`config.mk`:
```
export PLATFORM = sky130hd
export DESIGN_NAME = bus_frame_encoder_core
export DESIGN_NICKNAME = d
export VERILOG_FILES = /design/src/rtl/core/bfe_pkg.sv /design/src/rtl/core/bus_frame_encoder_core.sv /design/src/rtl/core/bfe_front.sv /design/src/rtl/core/bfe_queue.sv /design/src/rtl/core/bfe_back.sv
export VERILOG_INCLUDE_DIRS = /design/src /design/src/rtl/core
export SDC_FILE = /design/constraint.sdc
export NUM_CORES = 1
export LEC_CHECK = 0
export BUFFER_PORTS_ARGS = -buffer_cell sky130_fd_sc_hd__buf_2
export CAP_MARGIN = 25
export CELL_PAD_IN_SITES_DETAIL_PLACEMENT = 2
export CELL_PAD_IN_SITES_GLOBAL_PLACEMENT = 2
export CORE_MARGIN = 2
export CORE_UTILIZATION = 35
export CTS_BUF_LIST = sky130_fd_sc_hd__clkbuf_4 sky130_fd_sc_hd__clkbuf_8
export CTS_CLUSTER_SIZE = 24
export DETAILED_ROUTE_END_ITERATION = 8
export GPL_ROUTABILITY_DRIVEN = 0
export PLACE_DENSITY = 0.62
export SYNTH_ARGS = -nofsm -noshare
export SYNTH_HDL_FRONTEND = slang
export SYNTH_HIERARCHICAL = 1
export SYNTH_SLANG_ARGS = --single-unit
```
`constraint.sdc`:
```
create_clock -name clock -period 6.2 [get_ports clock]
set_input_delay 0.31 -clock clock [delete_from_list [all_inputs] [get_ports clock]]
set_output_delay 0.31 -clock clock [all_outputs]
set_load 0.02 [all_outputs]
```
`src/rtl/core/assert_macros.svh`:
```
// Shared assertion macros for the bus frame encoder core.
`ifndef ASSERT_MACROS_SVH
`define ASSERT_MACROS_SVH

// Same-cycle implication, checked at every rising edge outside reset.
`define ASSERT_IMPLIES(name, clk, rst, ante, cons, msg) \
   name: assert property (@(posedge clk) disable iff (rst) (ante) |-> (cons)) \
      else $error(msg);

// Next-cycle implication, checked at every rising edge outside reset.
`define ASSERT_NEXT(name, clk, rst, ante, cons, msg) \
   name: assert property (@(posedge clk) disable iff (rst) (ante) |=> (cons)) \
      else $error(msg);

`endif

```
`src/rtl/core/bfe_pkg.sv`:
```
package bfe_pkg;

   // Input item operations
   localparam logic OP_START = 1'b0;
   localparam logic OP_DATA  = 1'b1;

   // Frame kinds
   localparam logic KIND_ADDR = 1'b0;
   localparam logic KIND_BOOT = 1'b1;

   // Header flag on the node byte and base of the checksum
   localparam logic [7:0] ADDR_FLAG = 8'd128;
   localparam logic [7:0] CK_BASE   = 8'd128;
   localparam logic [7:0] RAW_LIMIT = 8'd127;

   // Depth of the job queue between front and back
   localparam int JOB_QUEUE_DEPTH = 4;

   // One output beat
   typedef struct packed {
      logic [7:0] line_byte;
      logic       frame_done;
      logic       rejected;
   } bfe_beat_type;

   // All beats caused by one input item; last is the index of the final beat
   typedef struct packed {
      logic [1:0]             last;
      bfe_beat_type [3:0]     beat;
   } bfe_job_type;

endpackage

```
`src/rtl/core/bus_frame_encoder_core.sv`:
```
// Bus frame encoder core: turns start and payload items into serial bus frame bytes.
// Input queue side: drive req_* and raise req_push; the item is taken at a rising
// edge with req_push high and req_full low. A start item (req_op 0) opens a frame
// and yields its header; a payload item (req_op 1) yields its byte, plus the
// checksum after the last byte. A refused start yields one beat with rsp_rejected.
// Result queue side: while rsp_empty is low the oldest beat is on rsp_*; it is taken
// at a rising edge with rsp_pop high. rsp_run_end marks the last beat of an item.
// csr_wr_en writes csr_boot_mode at the next edge; write it only while idle.
// The first beat of an item reaches the ports through the job queue and the output register.
// The back end emits one beat per cycle while jobs wait and the receiver pops; a payload
// item yields one beat (two with its checksum) and a start item one to four beats; the front
// takes one item per cycle while the 4-entry job queue has room.
// A stalled receiver holds the output beat; the job queue then fills and raises
// req_full. Synchronous reset empties the queue and output stage, closes any open
// frame and clears boot mode.
module bus_frame_encoder_core
   import bfe_pkg::*;
#(
   parameter int NUM_NODES = 64
) (
   input  logic       clock,
   input  logic       reset,
   input  logic       csr_wr_en,
   input  logic       csr_boot_mode,
   input  logic       req_push,
   output logic       req_full,
   input  logic       req_op,
   input  logic       req_frame_kind,
   input  logic [7:0] req_dest_node,
   input  logic [7:0] req_payload_len,
   input  logic       req_is_text,
   input  logic [7:0] req_payload_byte,
   output logic       rsp_empty,
   input  logic       rsp_pop,
   output logic [7:0] rsp_line_byte,
   output logic       rsp_frame_done,
   output logic       rsp_rejected,
   output logic       rsp_run_end
);

   logic        queue_full;
   logic        job_push;
   bfe_job_type push_job;
   logic        job_valid;
   bfe_job_type head_job;
   logic        job_pop;

   assign req_full = queue_full;

   // Classify items and track the open frame
   bfe_front #(
      .NUM_NODES (NUM_NODES)
   ) u_front (
      .clock            (clock),
      .reset            (reset),
      .csr_wr_en        (csr_wr_en),
      .csr_boot_mode    (csr_boot_mode),
      .req_push         (req_push),
      .queue_full       (queue_full),
      .req_op           (req_op),
      .req_frame_kind   (req_frame_kind),
      .req_dest_node    (req_dest_node),
      .req_payload_len  (req_payload_len),
      .req_is_text      (req_is_text),
      .req_payload_byte (req_payload_byte),
      .job_push         (job_push),
      .job              (push_job)
   );

   // Decouple front and back
   bfe_queue u_queue (
      .clock     (clock),
      .reset     (reset),
      .push      (job_push),
      .push_job  (push_job),
      .pop       (job_pop),
      .full      (queue_full),
      .not_empty (job_valid),
      .head_job  (head_job)
   );

   // Emit beats one per cycle while the receiver pops
   bfe_back u_back (
      .clock          (clock),
      .reset          (reset),
      .job_valid      (job_valid),
      .job            (head_job),
      .job_pop        (job_pop),
      .rsp_empty      (rsp_empty),
      .rsp_pop        (rsp_pop),
      .rsp_line_byte  (rsp_line_byte),
      .rsp_frame_done (rsp_frame_done),
      .rsp_rejected   (rsp_rejected),
      .rsp_run_end    (rsp_run_end)
   );

endmodule

```
`src/rtl/core/bfe_front.sv`:
```
`include "assert_macros.svh"

module bfe_front
   import bfe_pkg::*;
#(
   parameter int NUM_NODES = 64
) (
   input  logic        clock,
   input  logic        reset,
   input  logic        csr_wr_en,
   input  logic        csr_boot_mode,
   input  logic        req_push,
   input  logic        queue_full,
   input  logic        req_op,
   input  logic        req_frame_kind,
   input  logic [7:0]  req_dest_node,
   input  logic [7:0]  req_payload_len,
   input  logic        req_is_text,
   input  logic [7:0]  req_payload_byte,
   output logic        job_push,
   output bfe_job_type job
);

   localparam logic [7:0] NODE_LIMIT = 8'(NUM_NODES);

   logic       boot_mode_ff;
   logic       frame_active_ff, frame_active_in;
   logic [7:0] bytes_left_ff, bytes_left_in;
   logic [6:0] running_sum_ff, running_sum_in;

   logic       accept;
   logic       start_ok;
   logic       len_zero;
   logic       last_data;
   logic       job_has;
   logic [6:0] start_sum;
   logic [6:0] data_sum;
   logic [7:0] start_ck;
   logic [7:0] data_ck;

   assign accept = req_push & ~queue_full;

   // Classify the start beat
   always_comb begin
      if (req_frame_kind == KIND_ADDR) begin
         start_ok  = (req_dest_node < NODE_LIMIT) &&
                     (req_is_text ? !req_payload_len[7] : (req_payload_len < RAW_LIMIT));
         start_sum = req_dest_node[6:0] + req_payload_len[6:0];
      end else begin
         start_ok  = boot_mode_ff & ~req_payload_len[7];
         start_sum = req_payload_len[6:0];
      end
   end

   assign len_zero  = (req_payload_len == 8'd0);
   assign start_ck  = CK_BASE - {1'b0, start_sum};
   assign data_sum  = running_sum_ff + req_payload_byte[6:0];
   assign data_ck   = CK_BASE - {1'b0, data_sum};
   assign last_data = (bytes_left_ff == 8'd1);

   // Build the beat list for this item
   always_comb begin
      job     = '0;
      job_has = 1'b0;
      if (req_op == OP_START) begin
         job_has = 1'b1;
         if (!start_ok) begin
            job.beat[0].rejected = 1'b1;
            job.last             = 2'd0;
         end else if (req_frame_kind == KIND_ADDR) begin
            job.beat[0].line_byte = req_dest_node + ADDR_FLAG;
            job.beat[1].line_byte = req_payload_len;
            if (req_is_text) begin
               job.beat[2].line_byte  = start_ck;
               job.beat[2].frame_done = 1'b1;
               job.last               = len_zero ? 2'd2 : 2'd1;
            end else begin
               job.beat[2].line_byte  = 8'd0;
               job.beat[3].line_byte  = start_ck;
               job.beat[3].frame_done = 1'b1;
               job.last               = len_zero ? 2'd3 : 2'd2;
            end
         end else begin
            job.beat[0].line_byte  = req_payload_len;
            job.beat[1].line_byte  = start_ck;
            job.beat[1].frame_done = 1'b1;
            job.last               = len_zero ? 2'd1 : 2'd0;
         end
      end else if (frame_active_ff) begin
         job_has                = 1'b1;
         job.beat[0].line_byte  = req_payload_byte;
         job.beat[1].line_byte  = data_ck;
         job.beat[1].frame_done = 1'b1;
         job.last               = last_data ? 2'd1 : 2'd0;
      end
   end

   assign job_push = accept & job_has;

   // Advance the frame state
   always_comb begin
      frame_active_in = frame_active_ff;
      bytes_left_in   = bytes_left_ff;
      running_sum_in  = running_sum_ff;
      if (accept) begin
         if (req_op == OP_START) begin
            frame_active_in = start_ok & ~len_zero;
            bytes_left_in   = start_ok ? req_payload_len : 8'd0;
            running_sum_in  = start_ok ? start_sum : 7'd0;
         end else if (frame_active_ff) begin
            frame_active_in = ~last_data;
            bytes_left_in   = bytes_left_ff - 8'd1;
            running_sum_in  = data_sum;
         end
      end
   end

   always_ff @(posedge clock) begin
      if (reset) begin
         boot_mode_ff    <= 1'b0;
         frame_active_ff <= 1'b0;
         bytes_left_ff   <= 8'd0;
         running_sum_ff  <= 7'd0;
      end else begin
         if (csr_wr_en) begin
            boot_mode_ff <= csr_boot_mode;
         end
         frame_active_ff <= frame_active_in;
         bytes_left_ff   <= bytes_left_in;
         running_sum_ff  <= running_sum_in;
      end
   end

   `ASSERT_IMPLIES(a_reject_single, clock, reset, job_push && job.beat[0].rejected, job.last == 2'd0, "rejection job carries more than one beat")
   `ASSERT_IMPLIES(a_open_nonzero, clock, reset, frame_active_ff, bytes_left_ff != 8'd0, "open frame with no bytes left")

endmodule

```
`src/rtl/core/bfe_queue.sv`:
```
`include "assert_macros.svh"

module bfe_queue
   import bfe_pkg::*;
(
   input  logic        clock,
   input  logic        reset,
   input  logic        push,
   input  bfe_job_type push_job,
   input  logic        pop,
   output logic        full,
   output logic        not_empty,
   output bfe_job_type head_job
);

   localparam int PTR_W = $clog2(JOB_QUEUE_DEPTH);
   localparam int CNT_W = $clog2(JOB_QUEUE_DEPTH + 1);
   localparam logic [PTR_W-1:0] PTR_LAST = PTR_W'(JOB_QUEUE_DEPTH - 1);
   localparam logic [CNT_W-1:0] CNT_FULL = CNT_W'(JOB_QUEUE_DEPTH);

   bfe_job_type       slot_ff [JOB_QUEUE_DEPTH];
   logic [PTR_W-1:0]  wr_ptr_ff, wr_ptr_in;
   logic [PTR_W-1:0]  rd_ptr_ff, rd_ptr_in;
   logic [CNT_W-1:0]  count_ff, count_in;
   logic              do_pop;

   assign full      = (count_ff == CNT_FULL);
   assign not_empty = (count_ff != '0);
   assign head_job  = slot_ff[rd_ptr_ff];
   assign do_pop    = pop & not_empty;

   // Advance pointers and count
   always_comb begin
      wr_ptr_in = wr_ptr_ff;
      rd_ptr_in = rd_ptr_ff;
      count_in  = count_ff;
      if (push) begin
         wr_ptr_in = (wr_ptr_ff == PTR_LAST) ? '0 : wr_ptr_ff + 1'b1;
      end
      if (do_pop) begin
         rd_ptr_in = (rd_ptr_ff == PTR_LAST) ? '0 : rd_ptr_ff + 1'b1;
      end
      case ({push, do_pop})
         2'b10:   count_in = count_ff + 1'b1;
         2'b01:   count_in = count_ff - 1'b1;
         default: count_in = count_ff;
      endcase
   end

   always_ff @(posedge clock) begin
      if (reset) begin
         wr_ptr_ff <= '0;
         rd_ptr_ff <= '0;
         count_ff  <= '0;
      end else begin
         wr_ptr_ff <= wr_ptr_in;
         rd_ptr_ff <= rd_ptr_in;
         count_ff  <= count_in;
      end
   end

   // Hold job storage
   always_ff @(posedge clock) begin
      if (push) begin
         slot_ff[wr_ptr_ff] <= push_job;
      end
   end

   `ASSERT_IMPLIES(a_no_overflow, clock, reset, full, !push, "job pushed into a full queue")
   `ASSERT_IMPLIES(a_count_range, clock, reset, 1'b1, count_ff <= CNT_FULL, "queue count out of range")

endmodule

```
`src/rtl/core/bfe_back.sv`:
```
`include "assert_macros.svh"

module bfe_back
   import bfe_pkg::*;
(
   input  logic        clock,
   input  logic        reset,
   input  logic        job_valid,
   input  bfe_job_type job,
   output logic        job_pop,
   output logic        rsp_empty,
   input  logic        rsp_pop,
   output logic [7:0]  rsp_line_byte,
   output logic        rsp_frame_done,
   output logic        rsp_rejected,
   output logic        rsp_run_end
);

   logic [1:0]   beat_idx_ff, beat_idx_in;
   logic         out_valid_ff, out_valid_in;
   bfe_beat_type out_beat_ff;
   logic         out_run_end_ff;
   logic         load;
   logic         at_last;

   assign load    = job_valid & (~out_valid_ff | rsp_pop);
   assign at_last = (beat_idx_ff == job.last);
   assign job_pop = load & at_last;

   // Step through the beats of the head job
   always_comb begin
      beat_idx_in  = beat_idx_ff;
      out_valid_in = out_valid_ff;
      if (load) begin
         beat_idx_in  = at_last ? 2'd0 : beat_idx_ff + 2'd1;
         out_valid_in = 1'b1;
      end else if (rsp_pop) begin
         out_valid_in = 1'b0;
      end
   end

   always_ff @(posedge clock) begin
      if (reset) begin
         beat_idx_ff  <= 2'd0;
         out_valid_ff <= 1'b0;
      end else begin
         beat_idx_ff  <= beat_idx_in;
         out_valid_ff <= out_valid_in;
      end
   end

   // Load the output beat
   always_ff @(posedge clock) begin
      if (load) begin
         out_beat_ff    <= job.beat[beat_idx_ff];
         out_run_end_ff <= at_last;
      end
   end

   assign rsp_empty      = ~out_valid_ff;
   assign rsp_line_byte  = out_beat_ff.line_byte;
   assign rsp_frame_done = out_beat_ff.frame_done;
   assign rsp_rejected   = out_beat_ff.rejected;
   assign rsp_run_end    = out_run_end_ff;

   `ASSERT_IMPLIES(a_idx_in_job, clock, reset, job_valid, beat_idx_ff <= job.last, "beat index past end of job")
   `ASSERT_NEXT(a_done_ends_run, clock, reset, load && job.beat[beat_idx_ff].frame_done, rsp_run_end, "checksum beat not last of its run")

endmodule

```
==> results by group <==
Outcome
  – Status: finished, final reports clean

Yosys
  – Synth cell types: 65
  – Synth top area cells: edfxtp_1, mux4_2, dfxtp_1
  – Post-synth EDFFs: between 150 and 200
  – Post-synthesis cell count: between 600 and 700
  – Synth warn: 6
  – Synthesis-stage register bit count: 208
  – Cell with the most instances after synthesis: edfxtp_1
  – Top cells by count, synth: edfxtp_1, nor2_1, mux4_2
  – Post-synth top flop: edfxtp_1
  – Async SR Flop Fraction: 0
  – Mapped Area: 0.00965 sq mm
  – Syn Area/Cell: ~15 sq um
  – Post-synth top area share: 0.557
  – Synth area leader: edfxtp_1
  – Register area share after synthesis: 0.617

Clocking
  – Resize count post-CTS: 0
  – Clock latency on the worst-skew pair: 0.52 ns
  – Clock Path Buffers: 3
  – TritonCTS clock tree: yes
  – Sink Count: 208
  – Num CTS Buffers: 37
  – Hold_buf cts: 0
  – Buffer count from post-CTS setup fixing: 0
  – Clock transition at path regs: 0.06 ns
  – Clock root buffer master: clkbuf_8
  – CTS H-tree lvls: 2

Hold path
  – Hold Crit Class: input port to flop
  – Hold path start: csr_boot_mode

Place
  – Placed Cells: 997
  – Place WS: around 2.4 ns
  – IO buf count: 45
  – Post-DP Area: just over 0.01 sq mm
  – DP HPWL: ~16000 um

Worst setup path
  – Critical path class: flop to flop
  – CP max stage cell: mux4_1
  – Setup crit end kind: flop
  – Worst Path Required: 6.64 ns
  – Arrival @ worst endpoint: about 4.2 ns
  – Max incr delay on CP: 0.70 ns
  – Crit-path cells: buf_4 -> mux4_1 -> xor2_1 -> nor2_1 -> and2_1 -> o31ai_2 -> inv_1 -> ha_1 -> inv_1 -> fa_1 -> xor2_1 -> or3_1 -> a21oi_1
  – Critical Path Source Type: flop
  – Top cell family by delay on the critical path: buffers and inverters
  – CP Buf/Inv Count: 3
  – Crit Path Max Fanout: 42

Floorplan
  – Initial Util: 0.357
  – FP Rows: 60
  – Core ar.: approximately 0.027 sq mm
  – Die X-Extent: ~170 um
  – Die H: 170 um
  – IO Count: 46
  – Die area: between 0.02 and 0.03 sq mm

Final layout
  – Register area: a little under 0.006 sq mm
  – Number of fill cells in the layout: around 2700
  – Diode count: 0
  – Proportion of layout cells with a drive suffix above 1: 0.243
  – Fin area: roughly 0.011 sq mm
  – Multi-input logic area: ~0.0033 sq mm
  – Area growth syn-to-layout: 13.3%
  – Net count, final: between 700 and 800
  – Final non-filler cell total: 1066

STA
  – RSZ-0062 raised after global routing: no
  – Worst slew margin: 0.416
  – Final Cycle Share: 0.599
  – Max-slew violations: 0
  – TNS Setup: 0 ns
  – Final hold slack: ~0.03 ns
  – Worst Setup Slack, final: around 2.5 ns
  – Final min period: between 3 and 4 ns
  – Final setup fails: 0
  – Worst-Margin Slew: 0.875 ns
  – Final Hold Viols: 0
  – FMAX: about 0.27 GHz
  – Worst clock skew: ~0.015 ns

Routing
  – Routed Antenna Nets: 0
  – WL final: 24900 um
  – Initial drt markers: about 280
  – Number of remaining DRC errors: 0
  – Drt wl/cell: 23.4 um
  – Vias/cell: approximately 5.4
  – Drt pass-1 iters: 4
  – Vias post-DR: between 5000 and 6000

Flow run
  – Max_cap viols: 0

Power and ir drop
  – Power Density: 303 mW/mm^2
  – Leakage: 3.76 nW
  – Worst vdd ir: about 140 uV

Global route
  – Initial antenna violation count: 0
  – Largest net degree at the start of global routing: between 40 and 50
  – Global-route wire length before repair: between 30000 and 40000 um
  – Total grt overflow: 0
  – Gr usage total: 0.177
  – Vias in the first global route: between 6000 and 7000
-- path summary, 6_finish.rpt --
path	to	slack, ns	depth (start not counted)
max	u_queue/count_ff[2]	2.48	13
min	u_front/boot_mode_ff	0.03	3
max reg2reg	u_queue/count_ff[2]	2.48	13
min reg2reg	u_front/bytes_left_ff[5]	0.49	2
-- sequential cells by signal (all words and copies together), names as in the netlist, 2 cells and up, named ones only --
register,flops
u_back/rsp_line_byte,8
u_queue/count_ff,3
u_front/bytes_left_ff,8
u_queue/slot_ff,168
u_queue/wr_ptr_ff,2
u_front/running_sum_ff,7
u_queue/rd_ptr_ff,2
u_back/beat_idx_ff,2
-- metal layers --
| layer | track usage | routed length [um] | vias up |
|---|---|---|---|
| met2 | 0.301 | 12100 | 104 |
| met5 | 0 | 0 | - |
| met3 | 0.0251 | 849 | 34 |
| met4 | 0.0427 | 400 | 0 |
| li1 | - | - | 2614 |
| met1 | 0.240 | 11500 | 2997 |
-- cell usage in the layout, fill, tap and decap left out, types with 4 or more instances in the layout --
cell type / n
inv_1: 26
or3_1: 5
clkbuf_4: 13
nand3_1: 9
a21oi_1: 22
xor2_1: 15
edfxtp_1: 179
o211ai_1: 4
mux4_1: 7
nor2b_1: 4
a21o_1: 4
nor4_1: 4
a221oi_1: 4
clkinv_1: 8
a211oi_1: 6
ha_1: 23
a22oi_1: 4
and2_2: 4
buf_4: 8
and3_1: 4
mux2i_1: 11
nand2_1: 22
conb_1: 4
bufinv_16: 4
xnor2_1: 8
nor3_1: 10
nor2_1: 53
buf_2: 45
nor3b_1: 5
clkinv_2: 4
mux4_2: 45
o21ai_0: 25
and2_1: 6
dfxtp_1: 27
o22ai_1: 8
nand2b_1: 6
clkbuf_8: 38
a32o_1: 5
-- cells by family (layout without fill, tap and decap cells) --
logic type	after synthesis	after routing	synth area share
AOI/OAI and AO/OA	107	107	0.0752
xor gates and xnor gates	23	23	0.0209
adders and majority gates	26	26	0.0360
buffers and inverters	61	150	0.0388
DFF	208	208	0.617
muxes	63	63	0.135
other	1	4	0.000388
and+or+nand+nor	144	144	0.0763
-- stage by stage --
stage	power [mW]	utilization
after floorplan	1.85	-
after global placement	1.94	0.374
after detailed placement	1.96	0.374
after CTS	3.36	0.404
after global routing	3.46	0.405
final	3.32	0.405
-- tightest hold or removal path, cell delays in order --
cell and delay [ns]:
buf_2 0.07, mux2i_1 0.06, nor2_1 0.07
-- final cells by class --
cell class,instances,share of cell area
inverter,28,0.00972
multi-input combinational,367,0.305
sequential,208,0.545
tap,341,0.0390
timing repair buffer,54,0.0275
clock inverter,17,0.0169
clock buffer,51,0.0567
-- power breakdown --
| group | internal (mW) | switching, mW | total (mW) |
|---|---|---|---|
| logic | 0.130 | 0.219 | 0.349 |
| clock network | 0.822 | 0.571 | 1.39 |
| registers | 1.56 | 0.0205 | 1.58 |
Note: power is estimated with default switching activity, not from simulation.
